<file path="config.mk">
export PLATFORM = sky130hd
export DESIGN_NAME = base64_stream_decoder_top_flat
export DESIGN_NICKNAME = d
export VERILOG_FILES = /design/src/rtl/core/b64d_pkg.sv /design/src/rtl/core/b64d_req_if.sv /design/src/rtl/core/b64d_rsp_if.sv /design/src/rtl/core/b64d_step.sv /design/src/rtl/core/base64_stream_decoder_top.sv /design/src/flat_wrapper.sv
export SDC_FILE = /design/constraint.sdc
export NUM_CORES = 1
export LEC_CHECK = 0
export BUFFER_PORTS_ARGS = -buffer_cell sky130_fd_sc_hd__buf_2
export CAP_MARGIN = 20
export CORE_ASPECT_RATIO = 0.8
export CORE_UTILIZATION = 62
export CTS_BUF_LIST = sky130_fd_sc_hd__clkbuf_16
export CTS_CLUSTER_SIZE = 16
export DETAILED_ROUTE_END_ITERATION = 8
export MAX_ROUTING_LAYER = met4
export PLACE_DENSITY = 0.85
export SLEW_MARGIN = 10
export SYNTH_ARGS = -nofsm -noshare
export SYNTH_HDL_FRONTEND = slang
export SYNTH_SLANG_ARGS = --single-unit
</file>
<file path="constraint.sdc">
create_clock -name clock -period 5.8 [get_ports clock]
set_clock_uncertainty 0.15 [all_clocks]
set_input_delay 0.87 -clock clock [delete_from_list [all_inputs] [get_ports clock]]
set_output_delay 0.87 -clock clock [all_outputs]
set_load 0.01 [all_outputs]
</file>
<file path="src/rtl/core/b64d_pkg.sv">
// Shared types, constants and the character-to-sextet map for the Base64 decoder.
// No dependencies; b64d_step and the top take names from here.
`default_nettype none

package b64d_pkg;

   localparam logic [7:0] PAD_CHAR    = 8'h3D;
   localparam logic [5:0] SEXTET_62   = 6'd62;
   localparam logic [5:0] SEXTET_63   = 6'd63;
   localparam logic [5:0] LOWER_BASE  = 6'd26;
   localparam logic [5:0] DIGIT_BASE  = 6'd52;

   // position of the next character within its four-character group
   typedef enum logic [1:0] {
      POS_FIRST  = 2'd0,
      POS_SECOND = 2'd1,
      POS_THIRD  = 2'd2,
      POS_FOURTH = 2'd3
   } group_pos_type;

   typedef struct packed {
      group_pos_type group_pos;
      logic [5:0]    held_sextet;
      logic          pad_skip;
      logic          error_seen;
   } step_state_type;

   typedef struct packed {
      logic [7:0] char_code;
      logic       last_char;
   } req_word_type;

   typedef struct packed {
      logic       byte_valid;
      logic [7:0] data_byte;
      logic       bad_input;
      logic       end_of_string;
   } rsp_word_type;

   typedef struct packed {
      logic       ok;
      logic [5:0] value;
   } sextet_type;

   // both alphabets: '+' or '-' is 62, '/' or '_' is 63
   function automatic sextet_type sextet_of(input logic [7:0] c);
      sextet_type r;
      logic [7:0] d;
      r = '0;
      d = 8'h00;
      if (c >= 8'h41 && c <= 8'h5A) begin
         d = c - 8'h41;
         r.ok = 1'b1;
         r.value = d[5:0];
      end else if (c >= 8'h61 && c <= 8'h7A) begin
         d = c - 8'h61;
         r.ok = 1'b1;
         r.value = d[5:0] + LOWER_BASE;
      end else if (c >= 8'h30 && c <= 8'h39) begin
         d = c - 8'h30;
         r.ok = 1'b1;
         r.value = d[5:0] + DIGIT_BASE;
      end else if (c == 8'h2B || c == 8'h2D) begin
         r.ok = 1'b1;
         r.value = SEXTET_62;
      end else if (c == 8'h2F || c == 8'h5F) begin
         r.ok = 1'b1;
         r.value = SEXTET_63;
      end
      return r;
   endfunction

endpackage

`default_nettype wire

</file>
<file path="src/rtl/core/b64d_req_if.sv">
// Character channel: valid/ready handshake carrying one encoded character per word.
// Standalone; no package needed.
`default_nettype none

interface b64d_req_if;
   logic       valid;
   logic       ready;
   logic [7:0] char_code;
   logic       last_char;

   modport source (output valid, output char_code, output last_char, input ready);
   modport sink   (input valid, input char_code, input last_char, output ready);
endinterface

`default_nettype wire

</file>
<file path="src/rtl/core/b64d_rsp_if.sv">
// Result channel: valid/ready handshake carrying one decode result per word.
// Standalone; no package needed.
`default_nettype none

interface b64d_rsp_if;
   logic       valid;
   logic       ready;
   logic       byte_valid;
   logic [7:0] data_byte;
   logic       bad_input;
   logic       end_of_string;

   modport source (output valid, output byte_valid, output data_byte,
                   output bad_input, output end_of_string, input ready);
   modport sink   (input valid, input byte_valid, input data_byte,
                   input bad_input, input end_of_string, output ready);
endinterface

`default_nettype wire

</file>
<file path="src/rtl/core/b64d_step.sv">
// Per-character decode step: next group state and result word from one character.
// Depends on b64d_pkg.
`default_nettype none

module b64d_step (
   input  var b64d_pkg::step_state_type cur_state,
   input  var b64d_pkg::req_word_type   req_word,
   output b64d_pkg::step_state_type     nxt_state,
   output b64d_pkg::rsp_word_type       rsp_word
);

   b64d_pkg::sextet_type sx;
   b64d_pkg::step_state_type st;
   logic       have;
   logic [7:0] data;
   logic       is_pad;

   assign sx     = b64d_pkg::sextet_of(req_word.char_code);
   assign is_pad = (req_word.char_code == b64d_pkg::PAD_CHAR);

   always_comb begin
      st   = cur_state;
      have = 1'b0;
      data = 8'h00;
      if (cur_state.pad_skip) begin
         // fourth char after '=' in third place: dropped unchecked
         st.pad_skip  = 1'b0;
         st.group_pos = b64d_pkg::POS_FIRST;
      end else begin
         case (cur_state.group_pos)
            b64d_pkg::POS_FIRST: begin
               if (!sx.ok || req_word.last_char) st.error_seen = 1'b1;
               st.held_sextet = sx.value;
               st.group_pos   = b64d_pkg::POS_SECOND;
            end
            b64d_pkg::POS_SECOND: begin
               if (!sx.ok) st.error_seen = 1'b1;
               data = {cur_state.held_sextet, sx.value[5:4]};
               have = sx.ok;
               st.held_sextet = sx.value;
               st.group_pos   = b64d_pkg::POS_THIRD;
            end
            b64d_pkg::POS_THIRD: begin
               if (is_pad) begin
                  st.pad_skip = 1'b1;
               end else begin
                  if (!sx.ok) st.error_seen = 1'b1;
                  data = {cur_state.held_sextet[3:0], sx.value[5:2]};
                  have = sx.ok;
                  st.held_sextet = sx.value;
               end
               st.group_pos = b64d_pkg::POS_FOURTH;
            end
            default: begin
               if (!is_pad) begin
                  if (!sx.ok) st.error_seen = 1'b1;
                  data = {cur_state.held_sextet[1:0], sx.value};
                  have = sx.ok;
               end
               st.group_pos = b64d_pkg::POS_FIRST;
            end
         endcase
      end

      if (st.error_seen) have = 1'b0;

      rsp_word.byte_valid    = have;
      rsp_word.data_byte     = have ? data : 8'h00;
      rsp_word.bad_input     = st.error_seen;
      rsp_word.end_of_string = req_word.last_char;

      // string ends: start afresh
      nxt_state = req_word.last_char ? '0 : st;
   end

endmodule

`default_nettype wire

</file>
<file path="src/rtl/core/base64_stream_decoder_top.sv">
// Top level of the streaming Base64 decoder: state and result registers, handshake.
// Depends on b64d_pkg, b64d_req_if, b64d_rsp_if and b64d_step.
//
//   channel  modport  word carries                                   accepted when
//   req      sink     char_code[7:0], last_char                      req.valid && req.ready
//   rsp      source   byte_valid, data_byte[7:0], bad_input,         rsp.valid && rsp.ready
//                     end_of_string
//
// One result word per character, one character per cycle sustained while rsp.ready is high.
// A result appears in the cycle after its character is accepted: the decode step sits between
// the group state and the result register, which doubles as the output stage.
// req.ready stays high while the result register is empty or being drained, so a
// stall on rsp holds one result and blocks req only until it is taken.
// Synchronous active-high reset clears group state and result valid.
`default_nettype none

module base64_stream_decoder_top (
   input  wire          clock,
   input  wire          reset,
   b64d_req_if.sink     req,
   b64d_rsp_if.source   rsp
);

   b64d_pkg::step_state_type state_ff;
   b64d_pkg::step_state_type state_in;
   b64d_pkg::req_word_type   req_word;
   b64d_pkg::rsp_word_type   rsp_ff;
   b64d_pkg::rsp_word_type   rsp_in;
   logic                     rsp_valid_ff;
   logic                     accept;

   assign req_word.char_code = req.char_code;
   assign req_word.last_char = req.last_char;

   // take a new character whenever the output slot frees up this cycle
   assign req.ready = !rsp_valid_ff || rsp.ready;
   assign accept    = req.valid && req.ready;

   b64d_step u_step (
      .cur_state (state_ff),
      .req_word  (req_word),
      .nxt_state (state_in),
      .rsp_word  (rsp_in)
   );

   always_ff @(posedge clock) begin
      if (reset) begin
         state_ff     <= '0;
         rsp_valid_ff <= 1'b0;
      end else begin
         if (accept) state_ff <= state_in;
         if (req.ready) rsp_valid_ff <= req.valid;
      end
   end

   // payload holds while stalled; only loaded on accept
   always_ff @(posedge clock) begin
      if (accept) rsp_ff <= rsp_in;
   end

   assign rsp.valid         = rsp_valid_ff;
   assign rsp.byte_valid    = rsp_ff.byte_valid;
   assign rsp.data_byte     = rsp_ff.data_byte;
   assign rsp.bad_input     = rsp_ff.bad_input;
   assign rsp.end_of_string = rsp_ff.end_of_string;

endmodule

`default_nettype wire

</file>
<file path="src/flat_wrapper.sv">
// flat-port wrapper written by rule: the top's interface ports become plain ports
module base64_stream_decoder_top_flat 
  (clock, reset, req_valid, req_char_code, req_last_char, req_ready, rsp_valid, rsp_byte_valid, rsp_data_byte, rsp_bad_input, rsp_end_of_string, rsp_ready);
  b64d_req_if req_i ();
  b64d_rsp_if rsp_i ();
  input  wire clock;
  input  wire reset;
  input wire logic [$bits(req_i.valid)-1:0] req_valid;
  input wire logic [$bits(req_i.char_code)-1:0] req_char_code;
  input wire logic [$bits(req_i.last_char)-1:0] req_last_char;
  output wire logic [$bits(req_i.ready)-1:0] req_ready;
  output wire logic [$bits(rsp_i.valid)-1:0] rsp_valid;
  output wire logic [$bits(rsp_i.byte_valid)-1:0] rsp_byte_valid;
  output wire logic [$bits(rsp_i.data_byte)-1:0] rsp_data_byte;
  output wire logic [$bits(rsp_i.bad_input)-1:0] rsp_bad_input;
  output wire logic [$bits(rsp_i.end_of_string)-1:0] rsp_end_of_string;
  input wire logic [$bits(rsp_i.ready)-1:0] rsp_ready;
  assign req_i.valid = req_valid;
  assign req_i.char_code = req_char_code;
  assign req_i.last_char = req_last_char;
  assign req_ready = req_i.ready;
  assign rsp_valid = rsp_i.valid;
  assign rsp_byte_valid = rsp_i.byte_valid;
  assign rsp_data_byte = rsp_i.data_byte;
  assign rsp_bad_input = rsp_i.bad_input;
  assign rsp_end_of_string = rsp_i.end_of_string;
  assign rsp_i.ready = rsp_ready;
  base64_stream_decoder_top u_core (.clock(clock), .reset(reset), .req(req_i), .rsp(rsp_i));
endmodule
</file>
---- After elaboration in Yosys (flattened, before gate mapping) ----
Index checks and enable logic that the tools add are counted.
cells by class
  multipliers ............................. 0
  eq/ne operators ......................... 9
  add/sub/neg operators ................... 5
  divide/modulo/power cells ............... 0
  bitwise logic cells ..................... 1
  reductions and logical operators ........ 15
  mux-type cells .......................... 26
  shifts and indexed selects .............. 0
  $lt $le $gt $ge ......................... 6
operators with widths
  cell                                                                   number
  7-bit 2-to-1 mux                                                       5
  8-bit by 6-bit == test with 1-bit output, second input constant        4
  8-bit case mux with 3 select lines                                     1
  8-bit by 7-bit >= comparator with 1-bit output, second input constant  2
  8-bit by 7-bit <= comparator with 1-bit output, second input constant  2
  8-bit 2-to-1 mux                                                       2
  6-bit 2-to-1 mux                                                       2
  6-bit case mux with 2 select lines                                     1
  6-bit subtractor, second input constant                                2
  1-bit 2-to-1 mux                                                       10
  10-bit 2-to-1 mux                                                      1
  8-bit by 7-bit == test with 1-bit output, second input constant        1
  8-bit by 6-bit >= comparator with 1-bit output, second input constant  1
  8-bit by 6-bit <= comparator with 1-bit output, second input constant  1
  6-bit by 5-bit adder with 6-bit output, second input constant          1
  6-bit adder, second input constant                                     1
  2-bit case mux with 3 select lines                                     1
  6-bit by 1-bit subtractor with 6-bit output, second input constant     1
  1-bit logical AND                                                      4
  1-bit logical OR                                                       4
  1-bit case mux with 2 select lines                                     2
  4-bit AND reduction                                                    1
  2-bit OR reduction                                                     2
  3-bit != test, second input constant                                   1
  8 further kinds                                                        9
word-level totals
  memories ................................ 0
  bits in read-only memories .............. 0
  word-level logic and storage cells ...... 71
  register bits ........................... 22
  bits in latches ......................... 0
  RAM bits ................................ 0

---- Logic depth before layout (Yosys ltp) ----
Gate-level depths: netlist (run 1).
  depth in word-level cells ............... 15
  depth in mapped cells ................... 10
  depth with buffers taken out ............ 9

---- Modules after synthesis ----
Synthesis (run 1) repeated with hierarchy kept, for this count alone.
second synthesis, totals
  cell total of the unflattened synthesis .. 240
  area total of the unflattened synthesis .. 2080.7 um2
modules (own cells, without submodules)
  module                     area an instance (um2)  times used  cells each  seq. area each (um2)
  b64d_step                  1243.7                  1           179         0.0
  base64_stream_decoder_top  837.1                   1           61          550.5

---- Least setup slack after synthesis (run 1) ----
Ideal clock, no wire load.
  kind .................................... input port to flip-flop
  start point ............................. in req_char_code[2]
  end point ............................... reg u_core.rsp_ff, in the netlist u_core.rsp.data_byte[1] (data pin)
  data required time ...................... 5.383 ns
  arrival time ............................ 2.492 ns
  path buffers ............................ 1
  stages .................................. 9
  path slack .............................. 2.891 ns
  cell sequence ........................... buf_2 -> inv_1 -> ha_1 -> a21o_1 -> and3_1 -> o32ai_2 -> a211oi_1 -> o211ai_1 -> o211ai_1
between the ends
  cells in the longest elaborated chain, start to end .. 15
  elaborated cells between the ends (all ways) .. 42
  those cells by class .................... add/sub (5); order compare (6); eq/ne (5); mux (17); bitwise (1); reduce/logical (8)
RTL lines
  item                                                                       RTL line                         RTL
  start, declared                                                            flat_wrapper.sv:9                input wire logic [$bits(req_i.char_code)-1:0] req_char_code;
  parallel branches: the longest is 15 deep, another holds 6-bit subtractor  -
  end signal, assigned                                                       base64_stream_decoder_top.sv:58  if (accept) rsp_ff <= rsp_in;
  end, declared                                                              base64_stream_decoder_top.sv:27  b64d_pkg::rsp_word_type rsp_ff;
Several ways; the timed one is not identified.
A chain may end at the register's enable or synchronous reset.

---- Worst setup path after layout (run 1) ----
  start point ............................. in req_char_code[2]
  end point ............................... reg u_core.rsp_ff, in the netlist u_core.rsp.data_byte[4] (data pin)
between the ends
  cells in the longest elaborated chain, start to end .. 15
  elaborated cells between the ends (all ways) .. 42
  those cells by class .................... add/sub (5); order compare (6); eq/ne (5); mux (17); bitwise (1); reduce/logical (8)
RTL lines
  item
  parallel branches: the longest is 15 deep, another holds 6-bit subtractor
Several ways; the timed one is not identified.

==> load_flow_metrics.sql, run 1 <==
INSERT INTO impl_metrics (metric_group, metric, value, unit) VALUES
('global_routing', 'maximum_number_of_pins_on_one_net_before_global_route_repair', '17', ''),
('worst_setup_path', 'crit_arrival', '2.98', 'ns'),
('cts', 'clkLatencyLatePin', '0.25', 'ns'),
('drt', 'ant_nets', '0', ''),
('status', 'outcome', 'finished, final reports clean', ''),
('floorplanning', 'design.die.area', '0.00317', 'mm2'),
('cts', 'total_clock_buffers_created_by_cts', '3', ''),
('global_routing', 'grt_first_pass_wirelength', '8.22', 'mm'),
('finish', 'mostFrequentLayoutCell', 'sky130_fd_sc_hd__buf_2', ''),
('min_path', 'hold_path.class', 'flip-flop to flip-flop', ''),
('worst_setup_path', 'critical_path.max_fanout', '9', ''),
('yosys', 'combinational_family_with_the_most_area_after_synthesis', 'compound AO/OA/AOI/OAI gates', ''),
('yosys', 'ys_seq_area_frac', '0.301', ''),
('drt', 'detail_route.vias_per_cell', '6.76', ''),
('drt', 'vias', '1819', ''),
('floorplanning', 'floorplan.core_area', '0.00279', 'mm2'),
('cts', 'post-cts-setup-buffer-count', '0', ''),
('cts', 'clock_path_buffers', '2', ''),
('yosys', 'synth.net_count', '237', ''),
('global_routing', 'gr-total-overflow', '0', ''),
('yosys', 'yosys.cell_types.count', '57', ''),
('global_routing', 'antenna_found_initial', '0', ''),
('floorplanning', 'die-height', '50.6', 'um'),
('drt', 'totalWireLength', '4.82', 'mm'),
('job', 'max_cap_viol_count', '0', ''),
('pwr', 'combPwrFrac', '0.207', ''),
('finish', 'fin_util', '0.732', ''),
('yosys', 'synth-simple-area-share', '0.254', ''),
('yosys', 'synthesis.instances', '211', ''),
('drt', 'detail_route.wl_per_cell', '17.9', 'um'),
('yosys', 'postSynth.topFlopCell', 'sky130_fd_sc_hd__edfxtp_1', ''),
('finish', 'final_nets', '258', ''),
('placement', 'dp_hpwl', '3.62', 'mm'),
('cts', 'cts.repair.resized', '0', ''),
('yosys', 'postSynth.asyncResetShare', '0', ''),
('yosys', 'yosys_register_bits', '22', ''),
('sta', 'final-max-slew-violation-count', '0', ''),
('min_path', 'holdCritStartpoint', 'u_core.state_ff[6]', ''),
('pwr', 'p_leak', '0.000784', 'uW'),
('worst_setup_path', 'critical_path.reg2reg.startpoint', 'u_core.state_ff[8]', ''),
('pwr', 'net_switching_fraction_of_the_power', '0.274', ''),
('floorplanning', 'floorplan.initialDensity', '0.656', ''),
('pwr', 'p_int', '291', 'uW'),
('drt', 'drt-initial-drc-count', '233', ''),
('cts', 'cts.clk_slew.worst_paths', '0.06', 'ns'),
('worst_setup_path', 'setup.worst_path.start', 'req_char_code[2]', ''),
('cts', 'h-tree-depth', '1', ''),
('sta', 'final-setup-viol-count', '0', ''),
('sta', 'rsz_0062_raised_after_global_routing', 'false', ''),
('sta', 'timing.final.crit_period', '3.06', 'ns'),
('yosys', 'ys_warn_count', '0', ''),
('sta', 'fmax', '326', 'MHz'),
('drt', 'drt_pass1_iterations', '5', ''),
('pwr', 'power.density_cell_area', '197', 'mW/mm2'),
('cts', 'number_of_buffers_inserted_by_hold_repair_at_cts', '0', ''),
('yosys', 'synth-xor-area-share', '0.0287', ''),
('drt', 'drt_drc_violations_left', '0', ''),
('worst_setup_path', 'critical_path_end_type', 'flip-flop', ''),
('cts', 'cts_sinks', '22', ''),
('global_routing', 'grtUsageTotal', '0.345', ''),
('sta', 'setup_total_negative_slack', '0', 'ns'),
('yosys', 'syn_area_per_cell', '8.67', 'um2'),
('finish', 'top_library_cells_by_usage_in_the_layout_fill_and_taps_aside', 'sky130_fd_sc_hd__buf_2 (25), sky130_fd_sc_hd__nand2_1 (19), sky130_fd_sc_hd__a21oi_1 (14)', ''),
('sta', 'final.hold.worst_slack', '0.323', 'ns'),
('finish', 'antennaDiodeCount', '0', ''),
('placement', 'io_buffers', '25', ''),
('sta', 'tightest_slew', '0.562', 'ns'),
('finish', 'flow.area_growth_from_synthesis', '11.5', '%'),
('worst_setup_path', 'worst-setup-path-type', 'primary input to flip-flop', ''),
('sta', 'part_of_the_cycle_the_worst_path_needs', '0.528', ''),
('yosys', 'synthesis.area', '0.00183', 'mm2');
-- area by class of cell --
class	count	area, um2	area share
well taps	38	47.5	0.0233
multi-input cells	169	1200	0.587
clock inverters	1	3.75	0.00184
repair buffers	25	125	0.0613
clock buffers	3	75.1	0.0368
inverters	11	41.3	0.0202
flip-flops and latches	22	551	0.270
-- registers in the layout, summed over array words and instances (netlist names) --
name                      cells
u_core.rsp.valid              1
u_core.rsp.byte_valid         1
u_core.state_ff              10
u_core.rsp.bad_input          1
u_core.rsp.data_byte          8
u_core.rsp.end_of_string      1
-- logic make-up after synthesis --
family          after synthesis
simple gates                 85
compound gates               64
flops                        22
buf+inv                      20
fa+ha+maj                    13
xor+xnor                      6
mux                           1
-- routing by layer --
layer  vias to the layer above  wire length, um  GRT usage
met1                       817             2020      0.471
met2                       143             2140      0.533
met3                        26              527     0.0477
li1                        833                -          -
met4                         0              129      0.105
met5                         -                0          -
-- worst max-delay path: stages --
cell and delay [ns]:
sky130_fd_sc_hd__buf_2 0.18, sky130_fd_sc_hd__inv_1 0.15, sky130_fd_sc_hd__ha_1 0.30, sky130_fd_sc_hd__nor2b_1 0.18
sky130_fd_sc_hd__o211ai_1 0.32, sky130_fd_sc_hd__a21oi_2 0.17, sky130_fd_sc_hd__a221oi_2 0.40, sky130_fd_sc_hd__nor2_1 0.10
sky130_fd_sc_hd__a211oi_1 0.30
-- synthesized netlist by cell type, drive strengths merged (6+ instances only) --
master,number,area [um2]
nand2b,6,37.5
nor3,6,30.0
dfxtp,11,220
o21ai,7,35.0
ha,13,163
nand3,12,60.1
nand2,19,71.3
a21oi,15,78.8
a211oi,6,55.1
o211ai,6,50.1
inv,11,41.3
nor2,14,55.1
edfxtp,11,330
nand4,6,37.5
-- power by group through the flow --
stage	clock, uW	combinational (uW)	sequential [uW]
6_report	145	82.9	173
3_3_place_gp	0	78.1	175
5_1_grt	151	90.4	173
2_1_floorplan	0	53.5	178
4_1_cts	145	80.4	173
3_5_place_dp	0	79.8	176
-- through the flow --
step | total power [uW] | cell area (um2) | cells
3_5_place_dp | 256 | 1960 | 265
4_1_cts | 398 | 2040 | 269
5_1_grt | 415 | 2040 | 269
3_3_place_gp | 253 | 1960 | 265
2_1_floorplan | 231 | 1830 | 211
6_report | 401 | 2040 | 269
-- worst paths after layout --
check / to / slack (ns) / depth (start not counted)
setup reg to reg: u_core.rsp.data_byte[2] / 3.27 / 8
setup / recovery: u_core.rsp.data_byte[4] / 2.74 / 9
hold reg to reg: u_core.state_ff[6] / 0.32 / 2
hold / removal: u_core.state_ff[6] / 0.32 / 2
No activity file was read; power rests on OpenSTA's default activity.
==> inputs of run 2 (changes only) <==
--- a/config.mk
+++ b/config.mk
@@ -8,12 +8,12 @@
 export BUFFER_PORTS_ARGS = -buffer_cell sky130_fd_sc_hd__buf_2
 export CAP_MARGIN = 20
 export CORE_ASPECT_RATIO = 0.8
-export CORE_UTILIZATION = 62
+export CORE_UTILIZATION = 57
 export CTS_BUF_LIST = sky130_fd_sc_hd__clkbuf_16
 export CTS_CLUSTER_SIZE = 16
 export DETAILED_ROUTE_END_ITERATION = 8
 export MAX_ROUTING_LAYER = met4
-export PLACE_DENSITY = 0.85
+export PLACE_DENSITY = 0.79
 export SLEW_MARGIN = 10
 export SYNTH_ARGS = -nofsm -noshare
 export SYNTH_HDL_FRONTEND = slang
==> constraint.sdc (replaced) <==
create_clock -name clock -period 2.9 [get_ports clock]
set_clock_uncertainty 0.15 [all_clocks]
set_input_delay 0.435 -clock clock [delete_from_list [all_inputs] [get_ports clock]]
set_output_delay 0.435 -clock clock [all_outputs]
set_load 0.01 [all_outputs]
==> run 2 against run 1 <==
Sequential share of layout area is 0.29 points lower. Utilization is 1.9 points lower. Critical path depth is 1 higher. Highest routed layer unchanged. Clock power is 96% higher. Largest cell class unchanged. Combinational power is 100% higher. Largest power group unchanged.
==> load_flow_metrics.sql, run 2 (synthesis results as in run 1) <==
INSERT INTO impl_metrics (metric_group, metric, value, unit) VALUES
('finish', 'top_library_cells_by_usage_in_the_layout_fill_and_taps_aside', 'sky130_fd_sc_hd__buf_2 (25), sky130_fd_sc_hd__nand2_1 (19), sky130_fd_sc_hd__a21oi_1 (14)', ''),
('global_routing', 'met2_capacity_usage_during_global_routing', '0.459', ''),
('drt', 'detail_route.wl_per_cell', '16.8', 'um'),
('worst_setup_path', 'cp_data_required_time', '2.74', 'ns'),
('min_path', 'hold_path.class', 'primary input to flip-flop', ''),
('status', 'outcome', 'finished, final reports clean', ''),
('pwr', 'p_leak', '0.000798', 'uW'),
('sta', 'final-max-slew-violation-count', '0', ''),
('sta', 'final-setup-viol-count', '0', ''),
('global_routing', 'first_global_vias', '1580', ''),
('sta', 'timing.final.crit_period', '2.55', 'ns'),
('placement', 'detailed_place.area', '0.00198', 'mm2'),
('floorplanning', 'die_x', '65.3', 'um'),
('worst_setup_path', 'critPathTopFamily', 'compound AO/OA/AOI/OAI gates', ''),
('worst_setup_path', 'worst-setup-path-type', 'primary input to flip-flop', ''),
('pwr', 'power.density_cell_area', '386', 'mW/mm2'),
('pwr', 'vdd.ir_drop.worst', '385', 'uV'),
('floorplanning', 'design.die.area', '0.00344', 'mm2'),
('worst_setup_path', 'critical_path_end_type', 'flip-flop', ''),
('sta', 'setup_total_negative_slack', '0', 'ns'),
('sta', 'part_of_the_cycle_the_worst_path_needs', '0.880', ''),
('cts', 'h-tree-depth', '1', ''),
('drt', 'totalWireLength', '4.56', 'mm'),
('worst_setup_path', 'worstSetupStartpointType', 'primary input', ''),
('finish', 'flow.area_growth_from_synthesis', '12.7', '%'),
('min_path', 'timing.hold.worst_path_depth', '3', ''),
('global_routing', 'grtUsageMet3', '0.0696', ''),
('drt', 'drt-initial-drc-count', '228', ''),
('worst_setup_path', 'critical_path.max_fanout', '9', ''),
('worst_setup_path', 'worstSetupPathDepth', '10', ''),
('cts', 'cts_sinks', '22', ''),
('global_routing', 'grt_first_pass_wirelength', '7.42', 'mm'),
('cts', 'total_clock_buffers_created_by_cts', '3', ''),
('finish', 'area_of_all_placed_cells_without_fillers', '0.00206', 'mm2'),
('global_routing', 'gr-total-overflow', '0', ''),
('cts', 'post-cts-setup-buffer-count', '0', ''),
('floorplanning', 'floorplan.initialDensity', '0.632', ''),
('drt', 'ant_nets', '0', ''),
('worst_setup_path', 'reg2reg_slack', '0.36', 'ns'),
('sta', 'final_number_of_hold_violating_endpoints', '0', ''),
('worst_setup_path', 'crit_arrival', '2.40', 'ns'),
('floorplanning', 'boundaryPins', '26', ''),
('sta', 'slew_limit_headroom', '0.657', ''),
('drt', 'drt_drc_violations_left', '0', ''),
('cts', 'cts_tree', 'built', ''),
('placement', 'io_buffers', '25', ''),
('sta', 'tightest_slew', '0.515', 'ns'),
('cts', 'number_of_buffers_inserted_by_hold_repair_at_cts', '0', ''),
('finish', 'largest-register', 'u_core.state_ff', ''),
('floorplanning', 'die-height', '52.7', 'um'),
('floorplanning', 'floorplan.core_area', '0.00289', 'mm2'),
('worst_setup_path', 'worst_path_buf_inv', '3', ''),
('worst_setup_path', 'critical-path-max-stage-delay', '0.30', 'ns'),
('floorplanning', 'num_rows', '17', ''),
('worst_setup_path', 'crit_path_cell_trace', 'buf_2 -> inv_1 -> ha_1 -> a22o_1 -> o21a_2 -> a21oi_2 -> a21o_1 -> inv_2 -> nand2b_1 -> o211ai_1', ''),
('placement', 'dp_hpwl', '3.50', 'mm'),
('cts', 'cts.repair.resized', '0', ''),
('cts', 'clock_path_buffers', '2', ''),
('sta', 'fmax', '392', 'MHz'),
('finish', 'drive_above_1_share', '0.201', ''),
('cts', 'cts-root-buf', 'sky130_fd_sc_hd__clkbuf_16', ''),
('finish', 'number_of_flip_flops_under_the_largest_register_name', '10', ''),
('global_routing', 'grtUsageMet1', '0.388', ''),
('sta', 'rsz_0062_raised_after_global_routing', 'false', ''),
('cts', 'clkLatencyLatePin', '0.25', 'ns'),
('worst_setup_path', 'r2r.worst_path.cells', '8', ''),
('finish', 'antennaDiodeCount', '0', ''),
('placement', 'place_congestion', '1.11', ''),
('global_routing', 'grt.busiest_layer', 'met2', ''),
('drt', 'vias', '1761', ''),
('worst_setup_path', 'critPathSlowestCell', 'sky130_fd_sc_hd__a21o_1', ''),
('finish', 'mostFrequentLayoutCell', 'sky130_fd_sc_hd__buf_2', ''),
('global_routing', 'grtUsageTotal', '0.295', ''),
('finish', 'final_nets', '261', ''),
('cts', 'cts.clk_slew.worst_paths', '0.06', 'ns'),
('job', 'max_cap_viol_count', '0', ''),
('global_routing', 'maximum_number_of_pins_on_one_net_before_global_route_repair', '16', ''),
('drt', 'detail_route.vias_per_cell', '6.47', ''),
('drt', 'drt_pass1_iterations', '5', ''),
('global_routing', 'antenna_found_initial', '0', '');
## run 2: cell count changes in the layout (fill, tap and decap cells not counted), sizes merged
cell / change
buf: +3
## run 2: cell type report
type / instances / area (um2)
Fill cell: 235 / 831
Clock buffer: 3 / 75.1
Sequential cell: 22 / 551
Clock inverter: 1 / 3.75
Timing Repair Buffer: 28 / 148
Multi-Input combinational cell: 169 / 1200
Tap cell: 38 / 47.5
Inverter: 11 / 41.3
## run 2: path summary, 6_finish.rpt
check / start / endpoint
setup / recovery: req_char_code[2] / u_core.rsp.data_byte[1]
hold / removal: req_valid / u_core.rsp.valid
setup reg to reg: u_core.state_ff[8] / u_core.rsp.data_byte[2]
hold reg to reg: u_core.state_ff[6] / u_core.state_ff[6]
## run 2: worst reg2reg max path, stage by stage, from the launching register on
cell	delay, ns
sky130_fd_sc_hd__dfxtp_1	0.40
sky130_fd_sc_hd__ha_1	0.49
sky130_fd_sc_hd__nand2b_1	0.14
sky130_fd_sc_hd__a211oi_1	0.33
sky130_fd_sc_hd__o21ai_0	0.14
sky130_fd_sc_hd__a21o_1	0.27
sky130_fd_sc_hd__inv_2	0.15
sky130_fd_sc_hd__o21ai_1	0.09
sky130_fd_sc_hd__a211oi_2	0.21
## run 2: through the flow
step | utilization | hold WS (ns) | total power [uW] | worst slack, ns | instances
final | 0.713 | 0.278 | 796 | 0.347 | 272
after CTS | 0.713 | 0.277 | 798 | 0.378 | 272
after global routing | 0.713 | 0.293 | 827 | 0.142 | 272
after floorplan | - | 0.282 | 462 | 0.426 | 211
after global placement | 0.686 | 0.294 | 509 | 0.176 | 268
after detailed placement | 0.686 | 0.299 | 513 | 0.122 | 268
## run 2: power breakdown
group          internal (uW)  leakage, uW  switching [uW]
clock network            184    0.0000385             100
registers                339     0.000198            5.67
logic                   60.6     0.000561             107
## run 2: routing by layer
| layer | up-vias | share of wire |
|---|---|---|
| met1 | 805 | 0.45 |
| met3 | 12 | 0.10 |
| li1 | 836 | - |
| met5 | - | 0 |
| met2 | 108 | 0.43 |
| met4 | 0 | 0.016 |
==> inputs of run 3 (changes only) <==
--- a/config.mk
+++ b/config.mk
@@ -8,13 +8,14 @@
 export BUFFER_PORTS_ARGS = -buffer_cell sky130_fd_sc_hd__buf_2
 export CAP_MARGIN = 20
 export CORE_ASPECT_RATIO = 0.8
-export CORE_UTILIZATION = 57
+export CORE_UTILIZATION = 59
 export CTS_BUF_LIST = sky130_fd_sc_hd__clkbuf_16
 export CTS_CLUSTER_SIZE = 16
 export DETAILED_ROUTE_END_ITERATION = 8
 export MAX_ROUTING_LAYER = met4
-export PLACE_DENSITY = 0.79
+export PLACE_DENSITY = 0.81
 export SLEW_MARGIN = 10
 export SYNTH_ARGS = -nofsm -noshare
 export SYNTH_HDL_FRONTEND = slang
+export SYNTH_HIERARCHICAL = 1
 export SYNTH_SLANG_ARGS = --single-unit
==> run 3 against run 2 <==
Routed wire length is 17% higher. Clock-buffer cell count is the same. Fmax is 6.0% lower. Utilization up 1.6 points. Sequential power is essentially flat. Hold slack improved by 0.10 ns. Highest routed layer unchanged. Critical path depth rose by 1. Final area up 14%. Synthesized area increased by 14%. First-iteration DRC count increased by 41%.
==> load_flow_metrics.sql, run 3 <==
INSERT INTO impl_metrics (metric_group, metric, value, unit) VALUES
('status', 'outcome', 'finished, final reports clean', ''),
('placement', 'place_congestion', '0.983', ''),
('min_path', 'hold_path.class', 'primary input to flip-flop', ''),
('cts', 'clkLatencyLatePin', '0.25', 'ns'),
('sta', 'rsz_0062_raised_after_global_routing', 'false', ''),
('cts', 'cts-root-buf', 'sky130_fd_sc_hd__clkbuf_16', ''),
('worst_setup_path', 'critical_path_end_type', 'flip-flop', ''),
('finish', 'mostFrequentLayoutCell', 'sky130_fd_sc_hd__buf_2', ''),
('floorplanning', 'design.die.area', '0.00377', 'mm2'),
('min_path', 'timing.hold.worst_path_depth', '2', ''),
('sta', 'final_number_of_hold_violating_endpoints', '0', ''),
('cts', 'cts.clk_slew.worst_paths', '0.06', 'ns'),
('placement', 'io_buffers', '25', ''),
('yosys', 'synth_enable_flop_cells', '11', ''),
('cts', 'number_of_buffers_inserted_by_hold_repair_at_cts', '0', ''),
('worst_setup_path', 'r2r.worst_path.cells', '8', ''),
('sta', 'final-max-slew-violation-count', '0', ''),
('sta', 'fmax', '368', 'MHz'),
('worst_setup_path', 'cp_data_required_time', '2.80', 'ns'),
('global_routing', 'grtUsageTotal', '0.310', ''),
('worst_setup_path', 'critical-path-max-stage-delay', '0.36', 'ns'),
('pwr', 'vdd.ir_drop.worst', '396', 'uV'),
('sta', 'tightest_slew', '0.768', 'ns'),
('finish', 'drive_above_1_share', '0.264', ''),
('floorplanning', 'die-height', '55.1', 'um'),
('drt', 'vias', '2001', ''),
('worst_setup_path', 'reg2reg_slack', '0.53', 'ns'),
('cts', 'cts.repair.resized', '0', ''),
('floorplanning', 'floorplan.core_area', '0.00322', 'mm2'),
('sta', 'setup_total_negative_slack', '0', 'ns'),
('yosys', 'syn_area_per_cell', '8.67', 'um2'),
('yosys', 'yosys.cell_types.count', '66', ''),
('finish', 'antennaDiodeCount', '0', ''),
('worst_setup_path', 'worst-setup-path-type', 'primary input to flip-flop', ''),
('yosys', 'ys_warn_count', '6', ''),
('worst_setup_path', 'critPathSlowestCell', 'sky130_fd_sc_hd__a31oi_2', ''),
('finish', 'area_of_all_placed_cells_without_fillers', '0.00235', 'mm2'),
('cts', 'cts_tree', 'built', ''),
('global_routing', 'gr-total-overflow', '0', ''),
('job', 'max_cap_viol_count', '0', ''),
('drt', 'detail_route.vias_per_cell', '6.65', ''),
('drt', 'drt-initial-drc-count', '322', ''),
('worst_setup_path', 'critical_path.reg2reg.startpoint', 'u_core/state_ff[8]', ''),
('sta', 'part_of_the_cycle_the_worst_path_needs', '0.937', ''),
('finish', 'largest-register', 'u_core/state_ff', ''),
('worst_setup_path', 'worst_path_buf_inv', '3', ''),
('worst_setup_path', 'critical_path.max_fanout', '10', ''),
('yosys', 'yosys.area.top_type_share', '0.159', ''),
('cts', 'h-tree-depth', '1', ''),
('floorplanning', 'boundaryPins', '26', ''),
('global_routing', 'grt_first_pass_wirelength', '8.19', 'mm'),
('yosys', 'synthesis.instances', '240', ''),
('worst_setup_path', 'worstSetupPathDepth', '11', ''),
('cts', 'total_clock_buffers_created_by_cts', '3', ''),
('yosys', 'synth.top_cells.by_count', 'sky130_fd_sc_hd__nand3_1 (18), sky130_fd_sc_hd__nand2_1 (17), sky130_fd_sc_hd__a21oi_1 (15)', ''),
('yosys', 'yosys_register_bits', '22', ''),
('cts', 'clock_path_buffers', '2', ''),
('cts', 'cts_sinks', '22', ''),
('floorplanning', 'floorplan.initialDensity', '0.646', ''),
('worst_setup_path', 'critPathTopFamily', 'compound AO/OA/AOI/OAI gates', ''),
('global_routing', 'antenna_found_initial', '0', ''),
('finish', 'flow.area_growth_from_synthesis', '12.7', '%'),
('drt', 'totalWireLength', '5.32', 'mm'),
('worst_setup_path', 'r2r-end', 'u_core/rsp.data_byte[0]', ''),
('cts', 'post-cts-setup-buffer-count', '0', ''),
('drt', 'drt_drc_violations_left', '0', ''),
('worst_setup_path', 'crit_path_cell_trace', 'buf_2 -> inv_1 -> ha_1 -> a21o_1 -> o211ai_1 -> nand3_1 -> a31oi_2 -> nand2b_2 -> clkinv_2 -> nand2_2 -> a211oi_1', ''),
('sta', 'slew_limit_headroom', '0.481', ''),
('floorplanning', 'num_rows', '18', ''),
('sta', 'timing.final.crit_period', '2.72', 'ns'),
('finish', 'number_of_flip_flops_under_the_largest_register_name', '10', ''),
('floorplanning', 'die_x', '68.4', 'um'),
('global_routing', 'first_global_vias', '1679', ''),
('min_path', 'holdCritStartpoint', 'reset', ''),
('pwr', 'power.density_cell_area', '391', 'mW/mm2'),
('yosys', 'postSynth.asyncResetShare', '0', ''),
('finish', 'top_library_cells_by_usage_in_the_layout_fill_and_taps_aside', 'sky130_fd_sc_hd__buf_2 (25), sky130_fd_sc_hd__nand3_1 (18), sky130_fd_sc_hd__nand2_1 (17)', ''),
('global_routing', 'maximum_number_of_pins_on_one_net_before_global_route_repair', '24', ''),
('min_path', 'whs_endpoint', 'u_core/state_ff[9]', ''),
('yosys', 'postSynth.topFlopCell', 'sky130_fd_sc_hd__edfxtp_1', ''),
('yosys', 'synth.net_count', '266', ''),
('finish', 'final_nets', '288', ''),
('worst_setup_path', 'crit_arrival', '2.61', 'ns'),
('yosys', 'synth.largest_area_cell', 'sky130_fd_sc_hd__edfxtp_1', ''),
('placement', 'dp_hpwl', '4.06', 'mm'),
('yosys', 'ys_seq_area_frac', '0.265', ''),
('yosys', 'netlist_top_cells_area', 'sky130_fd_sc_hd__edfxtp_1 (16%), sky130_fd_sc_hd__dfxtp_1 (11%), sky130_fd_sc_hd__ha_1 (7.8%)', ''),
('sta', 'final-setup-viol-count', '0', ''),
('yosys', 'yosys.cell_count.top_type', 'sky130_fd_sc_hd__nand3_1', ''),
('worst_setup_path', 'worstSetupStartpointType', 'primary input', ''),
('drt', 'detail_route.wl_per_cell', '17.7', 'um'),
('pwr', 'p_leak', '0.000879', 'uW'),
('drt', 'drt_pass1_iterations', '6', ''),
('yosys', 'synthesis.area', '0.00208', 'mm2'),
('placement', 'detailed_place.area', '0.00224', 'mm2'),
('drt', 'ant_nets', '0', '');
==> run 3: changes by cell type after synthesis, moves of 3 or more <==
cell                       before  now
sky130_fd_sc_hd__o21ai_0        3   10
sky130_fd_sc_hd__nand2b_1       6    1
sky130_fd_sc_hd__nor2_1        13    8
sky130_fd_sc_hd__and2_1         3    9
sky130_fd_sc_hd__a21o_1         5    2
sky130_fd_sc_hd__a21bo_1        0    7
sky130_fd_sc_hd__nand3_1       12   18
sky130_fd_sc_hd__xor2_1         2    6
sky130_fd_sc_hd__a21oi_2        1    7
sky130_fd_sc_hd__a21bo_2        0    3
==> run 3: per-stage QoR <==
stage,std cells,setup WS [ns],total power [uW],utilization,hold WS [ns]
3_3_place_gp,297,0.0599,533,0.696,0.427
6_report,301,0.183,917,0.728,0.382
2_1_floorplan,240,0.124,479,-,0.354
5_1_grt,301,0.0590,949,0.728,0.400
3_5_place_dp,297,-0.0150,537,0.696,0.428
4_1_cts,301,0.244,915,0.728,0.380
==> run 3: how the worst max path moves through the flow <==
stage	startpoint	endpoint	slack (ns)
3_5_place_dp	req_char_code[2]	u_core/rsp.data_byte[1]	-0.01
2_1_floorplan	req_char_code[2]	u_core/rsp.data_byte[1]	0.12
5_1_grt	req_char_code[2]	u_core/rsp.data_byte[1]	0.06
6_report	req_char_code[2]	u_core/rsp.data_byte[0]	0.18
3_3_place_gp	req_char_code[2]	u_core/rsp.data_byte[1]	0.06
4_1_cts	req_char_code[2]	u_core/rsp.data_byte[0]	0.24
==> run 3: power by group <==
| group | internal, uW | switching [uW] | leakage (uW) |
|---|---|---|---|
| clock | 274 | 107 | 0.0000511 |
| combinational | 71.7 | 120 | 0.000630 |
| sequential | 339 | 6.54 | 0.000198 |
==> run 3: per-layer routing <==
layer | vias up | track usage | share of wire
li1 | 932 | - | -
met1 | 917 | 0.423 | 0.43
met2 | 139 | 0.454 | 0.42
met3 | 13 | 0.0922 | 0.13
met4 | 0 | 0.0556 | 0.015
met5 | - | - | 0
==> run 3: logic make-up (layout without fill, tap and decap cells) <==
| logic type | Yosys count | after routing | synth area share |
|---|---|---|---|
| simple gates | 89 | 89 | 0.244 |
| buf+inv | 28 | 49 | 0.0619 |
| compound gates | 80 | 80 | 0.318 |
| fa+ha+maj | 13 | 13 | 0.0782 |
| xor+xnor | 8 | 8 | 0.0337 |
| flops | 22 | 22 | 0.265 |
==> run 3: area by class of cell <==
cell class / count / area (um2)
clock buffers: 3 / 75.1
clock inverters: 1 / 30.0
fillers: 246 / 875
inverters: 10 / 38.8
multi-input cells: 190 / 1400
flip-flops and latches: 22 / 551
well taps: 40 / 50.0
repair buffers: 35 / 200
